File: src/design/accc_pkg.sv
// Shared types and constants for the ambient-corrected color classifier.
// No dependencies; every other design file imports this package.
package accc_pkg;

    // Fixed field widths.
    localparam int RAW_W      = 16;
    localparam int CORR_W     = RAW_W + 1;
    localparam int THRESH_W   = 17;
    localparam int COUNT_W    = 3;
    localparam int REF_W      = 48;
    localparam int COLOR_IDX_W = 3;
    localparam int DIST_W     = 18;
    localparam int SUM_W      = 19;
    localparam int CFG_IDX_W  = 4;
    localparam int IN_DATA_W  = 8 * RAW_W;
    localparam int OUT_DATA_W = 24;

    // Default number of reference colors.
    localparam int MAX_COLORS_DEF = 6;

    // Register indexes on the configuration channel.
    localparam logic [CFG_IDX_W-1:0] REG_THRESHOLD = 4'd0;
    localparam logic [CFG_IDX_W-1:0] REG_COLORS    = 4'd1;
    localparam logic [CFG_IDX_W-1:0] REG_REF0      = 4'd2;
    localparam logic [CFG_IDX_W-1:0] REG_REF5      = 4'd7;

    // Reset value of the color count register.
    localparam logic [COUNT_W-1:0] COLORS_RESET = 3'd6;

    // Largest reportable distance.
    localparam logic [DIST_W-1:0] DIST_SAT = '1;

    // Commands from the controller to the datapath.
    typedef struct packed {
        logic                   load_in;   // capture a new input beat
        logic                   scan;      // compare one reference color
        logic                   first;     // first compare of this item
        logic [COLOR_IDX_W-1:0] idx;       // reference color being compared
        logic                   load_out;  // move result to output register
    } accc_cmd_t;

    // Status from the datapath to the controller.
    typedef struct packed {
        logic is_empty;
    } accc_stat_t;

endpackage

File: src/design/accc_cfg_regs.sv
// Configuration register file: threshold, color count and reference colors.
// Depends on accc_pkg.
module accc_cfg_regs #(
    parameter int MAX_COLORS = accc_pkg::MAX_COLORS_DEF
) (
    input  logic                                            aclk,
    input  logic                                            aresetn,
    input  logic                                            cfg_fire,
    input  logic [accc_pkg::CFG_IDX_W-1:0]                  cfg_index,
    input  logic [accc_pkg::REF_W-1:0]                      cfg_data,
    output logic signed [accc_pkg::THRESH_W-1:0]            threshold,
    output logic [accc_pkg::COUNT_W-1:0]                    colors_in_use,
    output logic [MAX_COLORS-1:0][accc_pkg::REF_W-1:0]      ref_colors
);
    import accc_pkg::*;

    logic signed [THRESH_W-1:0]          threshold_reg;
    logic [COUNT_W-1:0]                  colors_reg;
    logic [MAX_COLORS-1:0][REF_W-1:0]    ref_reg;

    // Register writes; indexes beyond the list are dropped.
    always_ff @(posedge aclk) begin
        if (!aresetn) begin
            threshold_reg <= '0;
            colors_reg    <= COLORS_RESET;
            ref_reg       <= '0;
        end else if (cfg_fire) begin
            if (cfg_index == REG_THRESHOLD) begin
                threshold_reg <= cfg_data[THRESH_W-1:0];
            end
            if (cfg_index == REG_COLORS) begin
                colors_reg <= cfg_data[COUNT_W-1:0];
            end
            for (int i = 0; i < MAX_COLORS; i++) begin
                if (cfg_index == REG_REF0 + CFG_IDX_W'(i)) begin
                    ref_reg[i] <= cfg_data;
                end
            end
        end
    end

    assign threshold     = threshold_reg;
    assign colors_in_use = colors_reg;
    assign ref_colors    = ref_reg;

endmodule

File: src/design/accc_datapath.sv
// Datapath: ambient correction, empty check, one L1 distance per cycle,
// running minimum and the output register. Depends on accc_pkg.
module accc_datapath #(
    parameter int MAX_COLORS = accc_pkg::MAX_COLORS_DEF
) (
    input  logic                                            aclk,
    input  accc_pkg::accc_cmd_t                             cmd,
    output accc_pkg::accc_stat_t                            stat,
    input  logic [accc_pkg::IN_DATA_W-1:0]                  in_data,
    input  logic signed [accc_pkg::THRESH_W-1:0]            threshold,
    input  logic [MAX_COLORS-1:0][accc_pkg::REF_W-1:0]      ref_colors,
    output logic [accc_pkg::OUT_DATA_W-1:0]                 out_data,
    output logic                                            out_user
);
    import accc_pkg::*;

    localparam int IDX_W = (MAX_COLORS > 1) ? $clog2(MAX_COLORS) : 1;

    logic signed [CORR_W-1:0] corr_r, corr_g, corr_b, corr_c;
    logic signed [CORR_W-1:0] corr_r_reg, corr_g_reg, corr_b_reg;
    logic                     empty_reg;
    logic [REF_W-1:0]         ref_sel;
    logic [CORR_W-1:0]        ad_r, ad_g, ad_b;
    logic [SUM_W-1:0]         l1_sum;
    logic [SUM_W-1:0]         best_reg;
    logic [COLOR_IDX_W-1:0]   best_idx_reg;
    logic [OUT_DATA_W-1:0]    out_data_reg;
    logic                     out_user_reg;

    // Ambient correction of the incoming beat.
    assign corr_r = $signed({1'b0, in_data[4*RAW_W +: RAW_W]})
                  - $signed({1'b0, in_data[0*RAW_W +: RAW_W]});
    assign corr_g = $signed({1'b0, in_data[5*RAW_W +: RAW_W]})
                  - $signed({1'b0, in_data[1*RAW_W +: RAW_W]});
    assign corr_b = $signed({1'b0, in_data[6*RAW_W +: RAW_W]})
                  - $signed({1'b0, in_data[2*RAW_W +: RAW_W]});
    assign corr_c = $signed({1'b0, in_data[7*RAW_W +: RAW_W]})
                  - $signed({1'b0, in_data[3*RAW_W +: RAW_W]});

    // Capture corrected channels and the empty decision.
    always_ff @(posedge aclk) begin
        if (cmd.load_in) begin
            corr_r_reg <= corr_r;
            corr_g_reg <= corr_g;
            corr_b_reg <= corr_b;
            empty_reg  <= !(corr_c > threshold);
        end
    end

    assign stat.is_empty = empty_reg;

    // Absolute difference of one unsigned reference channel and a corrected value.
    function automatic logic [CORR_W-1:0] abs_diff(input logic [RAW_W-1:0] refc,
                                                   input logic signed [CORR_W-1:0] c);
        logic signed [CORR_W:0] d;
        d = $signed({2'b00, refc}) - $signed({c[CORR_W-1], c});
        abs_diff = d[CORR_W] ? CORR_W'(-d) : d[CORR_W-1:0];
    endfunction

    // L1 distance to the selected reference color.
    assign ref_sel = ref_colors[cmd.idx[IDX_W-1:0]];
    assign ad_r    = abs_diff(ref_sel[47:32], corr_r_reg);
    assign ad_g    = abs_diff(ref_sel[31:16], corr_g_reg);
    assign ad_b    = abs_diff(ref_sel[15:0],  corr_b_reg);
    assign l1_sum  = SUM_W'(ad_r) + SUM_W'(ad_g) + SUM_W'(ad_b);

    // Running minimum; a strict compare keeps the lowest index on ties.
    always_ff @(posedge aclk) begin
        if (cmd.scan && (cmd.first || l1_sum < best_reg)) begin
            best_reg     <= l1_sum;
            best_idx_reg <= cmd.idx;
        end
    end

    // Output register, saturating the reported distance.
    always_ff @(posedge aclk) begin
        if (cmd.load_out) begin
            if (empty_reg) begin
                out_user_reg <= 1'b1;
                out_data_reg <= '0;
            end else begin
                out_user_reg <= 1'b0;
                out_data_reg <= {3'b000,
                                 best_reg[SUM_W-1] ? DIST_SAT : best_reg[DIST_W-1:0],
                                 best_idx_reg};
            end
        end
    end

    assign out_data = out_data_reg;
    assign out_user = out_user_reg;

endmodule

File: src/design/accc_ctrl.sv
// Controller: sequences capture, the per-color scan and the output handoff.
// Depends on accc_pkg.
module accc_ctrl #(
    parameter int MAX_COLORS = accc_pkg::MAX_COLORS_DEF
) (
    input  logic                             aclk,
    input  logic                             aresetn,
    input  logic                             s_valid,
    output logic                             s_ready,
    output logic                             m_valid,
    input  logic                             m_ready,
    input  logic [accc_pkg::COUNT_W-1:0]     colors_in_use,
    input  accc_pkg::accc_stat_t             stat,
    output accc_pkg::accc_cmd_t              cmd
);
    import accc_pkg::*;

    typedef enum logic [1:0] {
        S_IDLE,
        S_SCAN,
        S_DONE
    } state_t;

    state_t                 state_reg, state_next;
    logic [COLOR_IDX_W-1:0] k_reg, k_next;
    logic                   m_valid_reg, m_valid_next;
    logic [COLOR_IDX_W-1:0] n_eff;
    logic                   s_fire;
    logic                   out_free;
    logic                   last;

    // Effective color count: zero counts as one, the top is clamped.
    always_comb begin
        if (colors_in_use == '0) begin
            n_eff = COLOR_IDX_W'(1);
        end else if (colors_in_use > COLOR_IDX_W'(MAX_COLORS)) begin
            n_eff = COLOR_IDX_W'(MAX_COLORS);
        end else begin
            n_eff = colors_in_use;
        end
    end

    assign s_fire   = s_valid && (state_reg == S_IDLE);
    assign out_free = !m_valid_reg || m_ready;
    assign last     = (k_reg == n_eff - COLOR_IDX_W'(1));

    // Next state and commands.
    always_comb begin
        state_next   = state_reg;
        k_next       = k_reg;
        m_valid_next = m_valid_reg && !m_ready;
        cmd          = '0;
        cmd.idx      = k_reg;
        cmd.first    = (k_reg == '0);
        unique case (state_reg)
            S_IDLE: begin
                if (s_valid) begin
                    cmd.load_in = 1'b1;
                    k_next      = '0;
                    state_next  = S_SCAN;
                end
            end
            S_SCAN: begin
                if (stat.is_empty) begin
                    state_next = S_DONE;
                end else begin
                    cmd.scan = 1'b1;
                    if (last) begin
                        state_next = S_DONE;
                    end else begin
                        k_next = k_reg + COLOR_IDX_W'(1);
                    end
                end
            end
            S_DONE: begin
                if (out_free) begin
                    cmd.load_out = 1'b1;
                    m_valid_next = 1'b1;
                    state_next   = S_IDLE;
                end
            end
            default: begin
                state_next = S_IDLE;
            end
        endcase
    end

    // State and registered outputs.
    always_ff @(posedge aclk) begin
        if (!aresetn) begin
            state_reg   <= S_IDLE;
            k_reg       <= '0;
            m_valid_reg <= 1'b0;
        end else begin
            state_reg   <= state_next;
            k_reg       <= k_next;
            m_valid_reg <= m_valid_next;
        end
    end

    assign s_ready = (state_reg == S_IDLE);
    assign m_valid = m_valid_reg;

    // The result register is never overwritten while it still holds an untaken beat.
    a_no_overwrite: assert property (@(posedge aclk) disable iff (!aresetn)
        cmd.load_out |-> (!m_valid_reg || m_ready))
        else $error("result overwritten before it was taken");

    // The scan index stays within the colors in use.
    a_idx_range: assert property (@(posedge aclk) disable iff (!aresetn)
        cmd.scan |-> (k_reg < n_eff))
        else $error("scan index beyond colors in use");

    // An accepted beat always starts a scan.
    a_accept_scan: assert property (@(posedge aclk) disable iff (!aresetn)
        s_fire |=> (state_reg == S_SCAN && k_reg == '0))
        else $error("accepted beat did not start a scan");

endmodule

File: src/design/ambient_corrected_color_classifier_core.sv
// Top level of the ambient-corrected nearest-color classifier.
// Depends on accc_pkg, accc_cfg_regs, accc_datapath and accc_ctrl.
//
//  Channel   Direction  Handshake              Payload
//  s_axis    in         s_axis_tvalid/tready   tdata: eight 16-bit raw counts
//  m_axis    out        m_axis_tvalid/tready   tdata: index, distance; tuser: empty
//  cfg       in         cfg_valid/cfg_ready    cfg_index, cfg_data
//
// A beat goes through capture, one compare per color in use, then the output load.
// An empty reading skips the compares.
// Reset is synchronous and active low; it restores the register defaults.
// A new beat is accepted while an earlier result waits in the output register;
// the handoff waits there until the output side is free.
module ambient_corrected_color_classifier_core #(
    parameter int MAX_COLORS = accc_pkg::MAX_COLORS_DEF
) (
    input  logic                               aclk,
    input  logic                               aresetn,
    // ambient r,g,b,c then lit r,g,b,c, 16 bits each from bit 0 up
    input  logic [accc_pkg::IN_DATA_W-1:0]     s_axis_tdata,
    input  logic                               s_axis_tvalid,
    output logic                               s_axis_tready,
    // color_index [2:0], best_distance [20:3], zero fill [23:21]
    output logic [accc_pkg::OUT_DATA_W-1:0]    m_axis_tdata,
    // is_empty [0]
    output logic                               m_axis_tuser,
    output logic                               m_axis_tvalid,
    input  logic                               m_axis_tready,
    input  logic                               cfg_valid,
    output logic                               cfg_ready,
    input  logic [accc_pkg::CFG_IDX_W-1:0]     cfg_index,
    input  logic [accc_pkg::REF_W-1:0]         cfg_data
);
    import accc_pkg::*;

    accc_cmd_t                        cmd;
    accc_stat_t                       stat;
    logic signed [THRESH_W-1:0]       threshold;
    logic [COUNT_W-1:0]               colors_in_use;
    logic [MAX_COLORS-1:0][REF_W-1:0] ref_colors;

    // Registers take a write in any cycle.
    assign cfg_ready = 1'b1;

    accc_cfg_regs #(
        .MAX_COLORS (MAX_COLORS)
    ) u_regs (
        .aclk          (aclk),
        .aresetn       (aresetn),
        .cfg_fire      (cfg_valid && cfg_ready),
        .cfg_index     (cfg_index),
        .cfg_data      (cfg_data),
        .threshold     (threshold),
        .colors_in_use (colors_in_use),
        .ref_colors    (ref_colors)
    );

    accc_ctrl #(
        .MAX_COLORS (MAX_COLORS)
    ) u_ctrl (
        .aclk          (aclk),
        .aresetn       (aresetn),
        .s_valid       (s_axis_tvalid),
        .s_ready       (s_axis_tready),
        .m_valid       (m_axis_tvalid),
        .m_ready       (m_axis_tready),
        .colors_in_use (colors_in_use),
        .stat          (stat),
        .cmd           (cmd)
    );

    accc_datapath #(
        .MAX_COLORS (MAX_COLORS)
    ) u_dp (
        .aclk       (aclk),
        .cmd        (cmd),
        .stat       (stat),
        .in_data    (s_axis_tdata),
        .threshold  (threshold),
        .ref_colors (ref_colors),
        .out_data   (m_axis_tdata),
        .out_user   (m_axis_tuser)
    );

endmodule

File: config.mk
export PLATFORM = sky130hd
export DESIGN_NAME = ambient_corrected_color_classifier_core
export DESIGN_NICKNAME = d
export VERILOG_FILES = /design/src/design/accc_pkg.sv /design/src/design/accc_cfg_regs.sv /design/src/design/accc_datapath.sv /design/src/design/accc_ctrl.sv /design/src/design/ambient_corrected_color_classifier_core.sv
export SDC_FILE = /design/constraint.sdc
export NUM_CORES = 1
export LEC_CHECK = 0
export ABC_AREA = 0
export BUFFER_PORTS_ARGS = -buffer_cell sky130_fd_sc_hd__buf_2
export CAP_MARGIN = 20
export CORE_ASPECT_RATIO = 0.6
export CORE_MARGIN = 8
export CORE_UTILIZATION = 55
export CTS_BUF_LIST = sky130_fd_sc_hd__clkbuf_8
export CTS_CLUSTER_SIZE = 14
export DETAILED_ROUTE_END_ITERATION = 8
export PLACE_DENSITY = 0.71
export SETUP_SLACK_MARGIN = 0.1
export SYNTH_ARGS = -nofsm -noshare
export SYNTH_HDL_FRONTEND = slang
export SYNTH_SLANG_ARGS = --single-unit
File: constraint.sdc
create_clock -name aclk -period 23.5 [get_ports aclk]
set_input_delay 1.175 -clock aclk [delete_from_list [all_inputs] [get_ports aclk]]
set_output_delay 1.175 -clock aclk [all_outputs]
set_load 0.005 [all_outputs]
==> impl_metrics.py <==
metrics = {
    "outcome": {
        "status": "finished clean",
    },
    "global_routing": {
        "grt_antenna_before_repair": 8,
        "gr-total-overflow": 0,
        "grtUsageTotal_pct": 26.69,
        "grt_max_degree": 206,
        "grt_pass1_vias": 21500,
        "grt_pass1_wl_um": 116900,
    },
    "setup_path": {
        "worst-path-buf-inv": 4,
        "endpoint_kind": "flip-flop",
        "r2r_cells": 38,
        "r2r_slack_ns": 12.20,
        "path_class": "reg2reg",
        "startpoint_type": "flip-flop",
        "cp.required_ns": 23.85,
        "critPathTopFamily": "compound AO/OA/AOI/OAI gates",
        "worstPathMaxFanout": 50,
        "arrival_ns": 11.65,
        "reg2reg_from": "u_ctrl.k_reg[0]",
        "crit_slowest_cell": "buf_4",
        "cpMostUsedCell": "o21ai_0",
        "reg2reg_to": "u_dp.best_reg[14]",
        "slowest_delay_ns": 0.82,
    },
    "logic_synthesis": {
        "synth_compound_area_share_pct": 19.77,
        "synth_top_cells_by_area": "dfxtp_1, edfxtp_1, nand2_1",
        "synth_fa_ha_area_share_pct": 9.872,
        "ys_ff_latch": 410,
        "synthFlopType": "dfxtp_1",
        "yosysSeqAreaShare_pct": 35.92,
        "synthSimpleGateAreaFrac_pct": 17.80,
        "avgSynthCellArea_um2": 8.484,
        "synth_top_family_by_area": "compound AO/OA/AOI/OAI gates",
        "synth-xor-area-share_pct": 4.941,
        "synth.distinct_cells": 77,
        "synthCells": 3009,
        "synthArstFlopShare_pct": 0,
        "ys_top_cells_by_count": "nand2_1, a21boi_0, dfxtp_1, inv_1, ha_1",
        "syn_area_mm2": 0.02553,
        "synth.largest_area_cell": "dfxtp_1",
        "muxShareOfSynthArea_pct": 6.313,
        "ys.warnings.count": 0,
        "yosysMostFrequentCell": "nand2_1",
        "synth-edff-count": 96,
        "yosysTopAreaCellShare_pct": 24.63,
    },
    "layout": {
        "nets": 3546,
        "area_delta_synth_final_pct": 11.00,
        "largest_reg_flops": 288,
        "drive_gt1_share_pct": 12.45,
    },
    "floorplan": {
        "start_util_pct": 55.37,
        "dieHeight_um": 182.9,
        "std_cell_rows": 61,
        "pin_count": 213,
        "coreArea_mm2": 0.04610,
        "die-area_mm2": 0.05379,
        "die_x_um": 294.1,
    },
    "clock_tree": {
        "cts_root_buf": "clkbuf_8",
        "cts-htree-levels": 2,
        "cts.sinks": 410,
        "cts_tree": "done",
        "clk_pin_slew_ns": 0.07,
        "post_cts_buffers": 0,
        "cts_made_buffers": 61,
        "insertion_delay_ns": 0.65,
        "cts_max_path_buffers": 3,
        "hold_buffers": 0,
        "post_cts_resized": 0,
    },
    "routing": {
        "dr_total_vias": 22330,
        "dr.pass1.iters": 5,
        "drt_wl_total_um": 75130,
        "wl_per_cell_um": 19.54,
        "vias_per_cell": 5.807,
        "drc": 0,
        "drtAntennaViolNets": 0,
        "first_iter_violations": 2122,
    },
    "run": {
        "cap_violations": 0,
    },
    "placement": {
        "io_buffers": 208,
        "dp_hpwl_um": 52170,
        "place_congestion": 0.9346,
    },
    "sta": {
        "tightest_slew_ns": 1.018,
        "period_needed_ns": 11.30,
        "timing.slew.headroom_pct": 31.19,
        "max_freq_mhz": 88.47,
        "setup-tns-final_ns": 0,
        "setup_viol": 0,
        "rsz0062_at_grt": "no",
        "maxSlewViolCount": 0,
        "hold_viol_final": 0,
        "min_period_over_period_pct": 48.10,
        "final.setup_skew_ns": 0.02835,
    },
    "power_and_ir_drop": {
        "leakage_nw": 11.20,
        "p_clk_share_pct": 25.3,
        "p_comb_share_pct": 40.7,
        "power_density_mw_per_mm2": 83.45,
        "swShare_pct": 37.16,
        "power_frac_seq_pct": 34.1,
        "p_int_mw": 1.486,
        "ir_worst_vdd_v": 0.00008910,
        "power.switching_uw": 878.6,
        "finalPower_mw": 2.365,
    },
    "min_path": {
        "worstHoldPathType": "reg2reg",
        "whs_path_depth": 2,
        "min_from": "u_regs.ref_colors[232]",
        "worstHoldEndpoint": "u_regs.ref_colors[232]",
    },
}
[stage by stage]
| stage | worst slack, ns | area, µm² | hold slack (ns) | instances | util, % |
|---|---|---|---|---|---|
| detailed placement | 12.27 | 27010 | 0.4585 | 3728 | 58.60 |
| CTS | 12.24 | 28260 | 0.4669 | 3838 | 61.29 |
| global route | 11.28 | 28330 | 0.4845 | 3844 | 61.46 |
| finish | 12.20 | 28340 | 0.4634 | 3846 | 61.47 |
| floorplan | 13.47 | 25530 | 0.4323 | 3011 | - |
| global placement | 12.49 | 27010 | 0.4486 | 3728 | 58.60 |
[cell type report]
cell class                 count  area (µm²)
clock inverter                35       211.5
inverter                     214       803.3
antenna                        4       10.01
tap                          630       788.3
multi-input combinational   2244       15030
timing repair buffer         234        1282
sequential                   410        9174
clock buffer                  75        1032
fill                        4057       17760
[power by group through the flow]
stage | combinational, mW | sequential (mW) | clock, mW
global route | 1.05 | 0.809 | 0.640
detailed placement | 0.938 | 0.820 | 0
floorplan | 0.678 | 0.811 | 0
finish | 0.962 | 0.805 | 0.598
global placement | 0.898 | 0.820 | 0
CTS | 0.944 | 0.805 | 0.606
[placed cells by master, fill, tap and decap left out, types with 7 or more instances in the layout]
cell	netlist	layout
xor2_1	48	48
mux2i_1	53	53
nand3b_1	12	12
or2_2	11	11
o211ai_1	13	13
o21a_1	26	26
inv_1	213	230
buf_4	4	22
a21boi_0	315	315
clkinv_1	1	7
mux4_2	48	48
and2_1	13	13
clkbuf_8	0	75
dfxtp_1	314	312
ha_1	187	187
nor2_1	115	115
o21ai_0	116	116
a31oi_1	15	15
a211oi_1	21	21
xnor2_1	96	96
and3_1	11	11
a21o_1	29	29
nand2_1	723	723
o31ai_1	18	18
or3_1	20	20
a21oi_1	104	104
fa_1	9	9
nor4b_1	7	7
o21bai_1	8	8
nor4_1	8	8
nand3_1	33	31
a2111oi_0	12	12
nor2b_1	32	31
buf_2	0	207
edfxtp_1	96	96
nor3_1	43	42
nand2b_1	11	11
[routing by layer]
metal	vias to the layer above	GRT usage (%)	routed length, µm
met3	135	5.458	6996
met1	10600	37.58	33880
met4	6	8.126	1884
met2	925	41.10	32330
li1	10670	-	-
met5	-	0	44
[cell families after synthesis]
logic type               Yosys count
AND/OR/NAND/NOR                 1065
AO/OA/AOI/OAI                    734
flip-flops                       410
buffers and inverters            357
adder cells (fa/ha/maj)          196
XOR/XNOR                         144
multiplexers                     101
other                              2
[how the worst max path moves through the flow]
| stage | startpoint | end | slack [ns] | cells after the start |
|---|---|---|---|---|
| global placement | u_ctrl.k_reg[0] | u_dp.best_reg[1] | 12.49 | 39 |
| global route | u_ctrl.k_reg[0] | u_dp.best_reg[14] | 11.28 | 39 |
| detailed placement | u_ctrl.k_reg[0] | u_dp.best_reg[1] | 12.27 | 39 |
| CTS | u_ctrl.k_reg[0] | u_dp.best_reg[14] | 12.24 | 39 |
| finish | u_ctrl.k_reg[0] | u_dp.best_reg[14] | 12.20 | 38 |
| floorplan | u_ctrl.k_reg[0] | u_dp.best_idx_reg[0] | 13.47 | 44 |
[worst min-delay path: cells and delay by family, from the launching register on]
family / cells / cell delay [ns]
flip-flops: 1 / 0.31
AO/OA/AOI/OAI: 1 / 0.06
AND/OR/NAND/NOR: 1 / 0.05
No activity file was read; power rests on OpenSTA's default activity.
